File: config.mk
export PLATFORM = sky130hd
export DESIGN_NAME = ea_adpcm_stereo_decoder
export DESIGN_NICKNAME = d
export VERILOG_FILES = /design/src/rtl/eadec_pkg.sv /design/src/rtl/ea_adpcm_stereo_decoder.sv
export SDC_FILE = /design/constraint.sdc
export NUM_CORES = 2
export LEC_CHECK = 0
export BUFFER_PORTS_ARGS = -buffer_cell sky130_fd_sc_hd__buf_2
export CAP_MARGIN = 25
export CORE_MARGIN = 2
export CORE_UTILIZATION = 44
export DETAILED_ROUTE_END_ITERATION = 12
export PLACE_DENSITY = 0.66
export SLEW_MARGIN = 20
export SYNTH_ARGS = -nofsm -noshare
export SYNTH_HDL_FRONTEND = slang
export SYNTH_SLANG_ARGS = --single-unit
File: constraint.sdc
create_clock -name clk_i -period 26.5 [get_ports clk_i]
set_clock_uncertainty 0.15 [all_clocks]
set_input_delay 5.3 -clock clk_i [delete_from_list [all_inputs] [get_ports clk_i]]
set_output_delay 5.3 -clock clk_i [all_outputs]
set_load 0.02 [all_outputs]
File: src/rtl/eadec_pkg.sv
// eadec_pkg: shared widths, register indexes, reset values and codes for the
// stereo adpcm decoder. No dependencies.
`timescale 1ns / 1ps
`default_nettype none

package eadec_pkg;

  localparam int SUB_BLOCK_SAMPLES = 28;

  localparam int SAMPLE_W = 16;
  localparam int COUNT_W  = 24;
  localparam int PHASE_W  = 5;
  localparam int COEF_W   = 16;

  localparam int IN_DATA_W  = 96;
  localparam int OUT_DATA_W = 32;
  localparam int CFG_IDX_W  = 3;

  // input word kind carried in tuser
  typedef enum logic {
    OP_CHUNK_START = 1'b0,
    OP_STREAM_BYTE = 1'b1
  } op_e;

  typedef enum logic [CFG_IDX_W-1:0] {
    REG_COEF_A_SEL0 = 3'd0,
    REG_COEF_A_SEL1 = 3'd1,
    REG_COEF_A_SEL2 = 3'd2,
    REG_COEF_A_SEL3 = 3'd3,
    REG_COEF_B_SEL0 = 3'd4,
    REG_COEF_B_SEL1 = 3'd5,
    REG_COEF_B_SEL2 = 3'd6,
    REG_COEF_B_SEL3 = 3'd7
  } reg_idx_e;

  typedef enum logic [1:0] {
    SEL_0 = 2'd0,
    SEL_1 = 2'd1,
    SEL_2 = 2'd2,
    SEL_3 = 2'd3
  } sel_e;

  // sub-block phase: selector byte, shift byte, then data bytes
  localparam logic [PHASE_W-1:0] PHASE_SEL   = 5'd0;
  localparam logic [PHASE_W-1:0] PHASE_SHIFT = 5'd1;
  localparam logic [PHASE_W-1:0] PHASE_DATA0 = 5'd2;

  typedef struct packed {
    logic signed [COEF_W-1:0] a0;
    logic signed [COEF_W-1:0] a1;
    logic signed [COEF_W-1:0] a2;
    logic signed [COEF_W-1:0] a3;
    logic signed [COEF_W-1:0] b0;
    logic signed [COEF_W-1:0] b1;
    logic signed [COEF_W-1:0] b2;
    logic signed [COEF_W-1:0] b3;
  } coef_t;

  localparam coef_t COEF_RESET = '{
    a0: 16'sd0,   a1: 16'sd240,  a2: 16'sd460,   a3: 16'sd392,
    b0: 16'sd0,   b1: 16'sd0,    b2: -16'sd208,  b3: -16'sd220
  };

endpackage

`default_nettype wire

File: src/rtl/ea_adpcm_stereo_decoder.sv
// Stereo adpcm decoder, one coded byte per word.
// Depends on eadec_pkg for widths, register indexes and coefficient defaults.
//
// Usage:
//   s_axis carries input words. tuser is the kind: 0 starts a chunk and loads
//   the four history samples and the sample count from tdata, 1 is a coded
//   stream byte (selector byte, shift byte, then data bytes per sub-block).
//   m_axis carries one stereo sample per data byte; tlast marks the final
//   sample of the chunk, tuser flags a selector above 3.
//   cfg_we_i/cfg_index_i/cfg_data_i write the eight predictor coefficients;
//   write them only while no word is in flight.
// Timing:
//   one word per cycle sustained while m_axis_tready stays high. A byte
//   accepted on s_axis first sits in the input register, then the decode
//   (two 16x16 multiply-adds per channel, round, clip) runs into the output
//   register. The history update closes in that same step, so bytes follow
//   each other with no gap.
// Reset:
//   clears history, count and phase; coefficients return to their defaults.
//   With the count at zero, stream bytes are dropped until a chunk start.
// Stall:
//   when m_axis_tready is low the result holds, the input register takes one
//   more word if it is empty, then s_axis_tready drops.
`timescale 1ns / 1ps
`default_nettype none

module ea_adpcm_stereo_decoder
  import eadec_pkg::*;
#(
  parameter int SubBlockSamples = SUB_BLOCK_SAMPLES
) (
  input  wire logic                  clk_i,
  input  wire logic                  rst_ni,
  // stream_byte, init_cur_left, init_prev_left, init_cur_right,
  // init_prev_right, chunk_samples (from bit 0 up)
  input  wire logic [IN_DATA_W-1:0]  s_axis_tdata,
  // op
  input  wire logic                  s_axis_tuser,
  input  wire logic                  s_axis_tvalid,
  output logic                       s_axis_tready,
  // left_sample, right_sample (from bit 0 up)
  output logic [OUT_DATA_W-1:0]      m_axis_tdata,
  output logic                       m_axis_tlast,
  // bad_selector
  output logic                       m_axis_tuser,
  output logic                       m_axis_tvalid,
  input  wire logic                  m_axis_tready,
  input  wire logic                  cfg_we_i,
  input  wire logic [CFG_IDX_W-1:0]  cfg_index_i,
  input  wire logic [COEF_W-1:0]     cfg_data_i
);

  localparam logic [PHASE_W-1:0] PhaseEnd = PHASE_W'(SubBlockSamples + 2);

  // input register
  logic                 in_valid_q;
  logic [IN_DATA_W-1:0] in_data_q;
  logic                 in_user_q;

  // output register
  logic                  out_valid_q, out_valid_d;
  logic [OUT_DATA_W-1:0] out_data_q, out_data_d;
  logic                  out_last_q, out_last_d;
  logic                  out_bad_q, out_bad_d;

  coef_t coef_q;

  logic signed [SAMPLE_W-1:0] cur_l_q, cur_l_d, prev_l_q, prev_l_d;
  logic signed [SAMPLE_W-1:0] cur_r_q, cur_r_d, prev_r_q, prev_r_d;
  logic [3:0]                 sel_l_q, sel_l_d, sel_r_q, sel_r_d;
  // shift nibbles; the effective shift is nibble plus 8
  logic [3:0]                 shn_l_q, shn_l_d, shn_r_q, shn_r_d;
  logic [PHASE_W-1:0]         phase_q, phase_d, phase_inc;
  logic [COUNT_W-1:0]         count_q, count_d;

  logic out_free, proc;
  logic signed [SAMPLE_W-1:0] y_l, y_r;
  logic [7:0] in_byte;

  assign out_free      = !out_valid_q || m_axis_tready;
  assign proc          = in_valid_q && out_free;
  assign s_axis_tready = !in_valid_q || out_free;

  assign in_byte   = in_data_q[7:0];
  assign phase_inc = phase_q + 5'd1;

  function automatic logic signed [SAMPLE_W-1:0] decode_ch(
    input logic [3:0]                 code,
    input logic [3:0]                 sel,
    input logic [3:0]                 shn,
    input logic signed [SAMPLE_W-1:0] cur,
    input logic signed [SAMPLE_W-1:0] prev,
    input coef_t                      cf
  );
    logic signed [COEF_W-1:0] c1;
    logic signed [COEF_W-1:0] c2;
    logic signed [23:0]       delta;
    logic signed [31:0]       p1;
    logic signed [31:0]       p2;
    logic signed [33:0]       acc;
    logic signed [25:0]       y;
    logic signed [SAMPLE_W-1:0] res;
    c1 = '0;
    c2 = '0;
    if (sel[3:2] == 2'b00) begin
      case (sel_e'(sel[1:0]))
        SEL_0:   begin c1 = cf.a0; c2 = cf.b0; end
        SEL_1:   begin c1 = cf.a1; c2 = cf.b1; end
        SEL_2:   begin c1 = cf.a2; c2 = cf.b2; end
        default: begin c1 = cf.a3; c2 = cf.b3; end
      endcase
    end
    // code in the top nibble at 2^20 scale (2^28 scale shifted by 8), then shifted by the nibble
    delta = $signed({code, 20'b0}) >>> shn;
    p1    = cur * c1;
    p2    = prev * c2;
    acc   = 34'(delta) + 34'(p1) + 34'(p2) + 34'sd128;
    y     = acc[33:8];
    if (y > 26'sd32767) begin
      res = 16'sh7fff;
    end else if (y < -26'sd32768) begin
      res = 16'sh8000;
    end else begin
      res = y[15:0];
    end
    return res;
  endfunction

  assign y_l = decode_ch(in_byte[7:4], sel_l_q, shn_l_q, cur_l_q, prev_l_q, coef_q);
  assign y_r = decode_ch(in_byte[3:0], sel_r_q, shn_r_q, cur_r_q, prev_r_q, coef_q);

  always_comb begin
    cur_l_d     = cur_l_q;
    prev_l_d    = prev_l_q;
    cur_r_d     = cur_r_q;
    prev_r_d    = prev_r_q;
    sel_l_d     = sel_l_q;
    sel_r_d     = sel_r_q;
    shn_l_d     = shn_l_q;
    shn_r_d     = shn_r_q;
    phase_d     = phase_q;
    count_d     = count_q;
    out_valid_d = 1'b0;
    out_data_d  = {y_r, y_l};
    out_last_d  = (count_q == 24'd1);
    out_bad_d   = (sel_l_q[3:2] != 2'b00) || (sel_r_q[3:2] != 2'b00);
    if (op_e'(in_user_q) == OP_CHUNK_START) begin
      cur_l_d  = in_data_q[23:8];
      prev_l_d = in_data_q[39:24];
      cur_r_d  = in_data_q[55:40];
      prev_r_d = in_data_q[71:56];
      count_d  = in_data_q[95:72];
      phase_d  = PHASE_SEL;
    end else if (count_q != '0) begin
      case (phase_q)
        PHASE_SEL: begin
          sel_l_d = in_byte[7:4];
          sel_r_d = in_byte[3:0];
          phase_d = PHASE_SHIFT;
        end
        PHASE_SHIFT: begin
          shn_l_d = in_byte[7:4];
          shn_r_d = in_byte[3:0];
          phase_d = PHASE_DATA0;
        end
        default: begin
          prev_l_d    = cur_l_q;
          cur_l_d     = y_l;
          prev_r_d    = cur_r_q;
          cur_r_d     = y_r;
          count_d     = count_q - 24'd1;
          phase_d     = (phase_inc >= PhaseEnd) ? PHASE_SEL : phase_inc;
          out_valid_d = 1'b1;
        end
      endcase
    end
  end

  always_ff @(posedge clk_i or negedge rst_ni) begin
    if (!rst_ni) begin
      in_valid_q <= 1'b0;
    end else if (s_axis_tready) begin
      in_valid_q <= s_axis_tvalid;
    end
  end

  always_ff @(posedge clk_i) begin
    if (s_axis_tready && s_axis_tvalid) begin
      in_data_q <= s_axis_tdata;
      in_user_q <= s_axis_tuser;
    end
  end

  always_ff @(posedge clk_i or negedge rst_ni) begin
    if (!rst_ni) begin
      cur_l_q  <= '0;
      prev_l_q <= '0;
      cur_r_q  <= '0;
      prev_r_q <= '0;
      sel_l_q  <= '0;
      sel_r_q  <= '0;
      shn_l_q  <= '0;
      shn_r_q  <= '0;
      phase_q  <= PHASE_SEL;
      count_q  <= '0;
    end else if (proc) begin
      cur_l_q  <= cur_l_d;
      prev_l_q <= prev_l_d;
      cur_r_q  <= cur_r_d;
      prev_r_q <= prev_r_d;
      sel_l_q  <= sel_l_d;
      sel_r_q  <= sel_r_d;
      shn_l_q  <= shn_l_d;
      shn_r_q  <= shn_r_d;
      phase_q  <= phase_d;
      count_q  <= count_d;
    end
  end

  always_ff @(posedge clk_i or negedge rst_ni) begin
    if (!rst_ni) begin
      out_valid_q <= 1'b0;
    end else if (out_free) begin
      out_valid_q <= proc && out_valid_d;
    end
  end

  always_ff @(posedge clk_i) begin
    if (proc && out_valid_d) begin
      out_data_q <= out_data_d;
      out_last_q <= out_last_d;
      out_bad_q  <= out_bad_d;
    end
  end

  always_ff @(posedge clk_i or negedge rst_ni) begin
    if (!rst_ni) begin
      coef_q <= COEF_RESET;
    end else if (cfg_we_i) begin
      unique case (reg_idx_e'(cfg_index_i))
        REG_COEF_A_SEL0: coef_q.a0 <= cfg_data_i;
        REG_COEF_A_SEL1: coef_q.a1 <= cfg_data_i;
        REG_COEF_A_SEL2: coef_q.a2 <= cfg_data_i;
        REG_COEF_A_SEL3: coef_q.a3 <= cfg_data_i;
        REG_COEF_B_SEL0: coef_q.b0 <= cfg_data_i;
        REG_COEF_B_SEL1: coef_q.b1 <= cfg_data_i;
        REG_COEF_B_SEL2: coef_q.b2 <= cfg_data_i;
        REG_COEF_B_SEL3: coef_q.b3 <= cfg_data_i;
      endcase
    end
  end

  assign m_axis_tvalid = out_valid_q;
  assign m_axis_tdata  = out_data_q;
  assign m_axis_tlast  = out_last_q;
  assign m_axis_tuser  = out_bad_q;

`ifndef ASSERT_OFF
  // a pending last sample means the chunk count has run out
  a_last_count: assert property (@(posedge clk_i) disable iff (!rst_ni)
    (out_valid_q && out_last_q) |-> (count_q == '0))
    else $error("last sample pending with chunk count nonzero");

  // a new result comes only from a word held in the input register
  a_rise_src: assert property (@(posedge clk_i) disable iff (!rst_ni)
    $rose(out_valid_q) |-> $past(in_valid_q))
    else $error("result without a buffered input word");

  // a selector byte is always followed by the shift phase
  a_hdr_seq: assert property (@(posedge clk_i) disable iff (!rst_ni)
    (proc && in_user_q && count_q != '0 && phase_q == PHASE_SEL)
      |=> (phase_q == PHASE_SHIFT))
    else $error("selector byte did not advance to shift phase");

  // phase stays inside the sub-block
  a_phase_rng: assert property (@(posedge clk_i) disable iff (!rst_ni)
    proc |=> (phase_q < PhaseEnd))
    else $error("sub-block phase out of range");
`endif

endmodule

`default_nettype wire

==> run metrics <==
first-pass GRT wire length=roughly 270000 um; most common cell in the netlist=inv_1; cell count after synthesis=5820; min cycle time layout=11.66 ns; Req. time, crit path=26.69 ns; Post-synth EDFFs=131; grt ovf=0; Reg2Reg Launch Point=sel_l_q[3]; Max Cap Viol=0; drt pass-1 iters=6; Crit. End Element=register; global-route usage over all layers=between 20 and 30%; reg-to-reg slack, setup=14.84 ns; Reg2Reg Depth=28; WHS Path Cells=2; vias in the first global route=45300; Final Hold Viols=0; min setup slack post-route=14.84 ns; CP peak stage delay=roughly 0.75 ns; DRC=0; Crit Path Category=register to register; Hold-fix buffers, CTS=0; largest net degree at the start of global routing=298; slowest cell on the critical path=a2111oi_0; Die W=371 um; Post-synth ARST share=64.6%; # rows=about 130; Placer Congestion=0.967; HP Start=in_data_q[74]; Post-DP HPWL=138000 um; Crit Reg-Reg Endpoint=m_axis_tdata[11]; final-stage net count=7400; Peak Freq=0.0858 GHz; DRT antenna net count=0; via count=41900; critical path startpoint category=register; Ports=157; setup TNS=0 ns; later-pin clock latency in the skew report=0.63 ns; postcts setup bufs=0; Synth top cells by count=inv_1 (1312), fa_1 (1236), nand2_1 (552); Die Span Y=roughly 370 um; cell taking the most area after synthesis=fa_1; Clock Sink Count=370; post-route cell area=0.0633 mm2; Critical Path Source=sel_l_q[3]; Hold Path Class=register to register; main flop type after synthesis=dfrtp_1; Placement Setup Slack=15.27 ns; Mapped Nets=7456; Final setup viols=0; top post-synthesis cells by area=fa_1 (42%), dfrtp_1 (8.7%), inv_1 (8.3%); initial antenna violation count=14; deepest clock path buffer count=3; core footprint=0.134 mm2; Post-Syn Area=0.0594 mm2; post-DR vias/cell=~5.5; critical path's top delay family=adder cells; Cell Count Post-Placement=7485; number of synthesized register bits=370; Post-Route WL=~170000 um; Hold EP=count_q[2]; fin crit share=44.0%; status=finished, final reports clean; fin. max-slew vios=0; Starting Density=44.4%; final cell count without fillers=7575; CTS tree=built; CP max FO=around 260; area delta synth->final=6.50%; layout cells sized above 1=10.7%; post-synthesis average cell area=slightly above 10 um2; sequential share of the synthesized area=roughly 17%; Max-slew headroom=around a quarter; number of CTS-inserted buffers=44; Initial DRC Count=3497; RSZ-0062 raised after global routing=no; worst slew pin tran=between 1 and 1.5 ns; cts repair resizes=0; crit path DAT=roughly 12 ns; CTS H-tree depth=2; Port Buffers=156; root buffer cell=clkbuf_16; Yosys top cell area share=41.6%; DR WL/cell=between 20 and 25 um; Worst Path Buf+Inv=6; Die ar.=0.138 mm2; CTS clock-pin slew for the worst setup and hold paths=0.06 ns; synth unique cells=84; DP Area=approximately 0.06 mm2; most used cell, CP=fa_1; Ys Warns=0
-- metal layers --
| layer | track usage, % | share of wire (%) | vias up |
|---|---|---|---|
| met5 | 0 | 0.048 | - |
| met1 | 35.2 | 41 | 21900 |
| met3 | 5.63 | 8.6 | 290 |
| met4 | 8.86 | 3.9 | 10 |
| met2 | 41.4 | 47 | 1661 |
| li1 | - | - | 18100 |
-- sequential cells by signal (all words and copies together) (netlist names) --
register / flops
shn_r_q: 4
prev_l_q: 16
m_axis_tuser: 1
phase_q: 5
cur_l_q: 16
in_valid_q: 1
m_axis_tvalid: 1
m_axis_tlast: 1
in_user_q: 1
shn_l_q: 4
cur_r_q: 16
in_data_q: 96
coef_q: 128
prev_r_q: 16
sel_r_q: 4
m_axis_tdata: 32
count_q: 24
sel_l_q: 4
-- per-stage QoR --
stage / util [%] / hold slack [ns]
6_report: 47.3 / 0.369
5_1_grt: 47.3 / 0.390
3_3_place_gp: 46.1 / 0.351
2_1_floorplan: - / 0.330
3_5_place_dp: 46.1 / 0.359
4_1_cts: 47.3 / 0.366
-- how the worst max path moves through the flow --
stage	depth (start not counted)	to	slack [ns]
floorplan	1	s_axis_tready	15.47
global placement	3	s_axis_tready	15.30
detailed placement	28	m_axis_tdata[8]	15.27
CTS	28	m_axis_tdata[11]	15.20
global route	28	m_axis_tdata[11]	14.34
finish	28	m_axis_tdata[11]	14.84
-- final cells by class --
| class | instances | area, um2 |
|---|---|---|
| sequential | 370 | 9960 |
| tap | 1768 | 2210 |
| clock buffer | 53 | 1230 |
| multi-input combinational | 3834 | 43400 |
| fill | 12500 | 70500 |
| clock inverter | 29 | 329 |
| timing repair buffer | 202 | 1220 |
| inverter | 1312 | 4920 |
| antenna | 7 | 17.5 |
-- logic make-up after synthesis --
logic type                 after synthesis  share of synthesized area, %
DFF                                    370                          16.8
xor gates and xnor gates                74                          1.12
muxes                                  266                          6.20
AOI/OAI and AO/OA                      442                          4.72
adders and majority gates             1515                          47.5
buffers and inverters                 1616                          10.3
and+or+nand+nor                       1537                          13.4
-- cells in the final DEF, fill, tap and decap left out, types with 22 or more instances in the layout --
cell type,count
nor2_1,130
a21oi_1,144
nand4_1,29
dfrtp_1,204
xor2_1,22
nand2_1,552
nand3_1,39
clkbuf_16,46
and3_1,539
or2_2,37
nor3b_1,35
fa_1,1236
mux2i_1,45
o21ai_0,93
ha_1,279
buf_2,155
xnor2_1,50
nor3_1,28
dfstp_2,32
mux2_2,155
and2_1,75
edfxtp_1,131
o22ai_1,27
buf_4,39
inv_1,1311
o21bai_1,23
mux4_2,66
-- worst reg2reg max path, delay by kind of cell, from the launching register on --
kind / cells / cell delay (ns)
flip-flops: 1 / 0.40
AO/OA/AOI/OAI: 6 / 2.21
adder cells (fa/ha/maj): 9 / 4.58
AND/OR/NAND/NOR: 7 / 3.22
buffers and inverters: 6 / 0.82
Power is not shown: default switching activity piles up to over one toggle a cycle in this logic, so the estimate is an artifact.
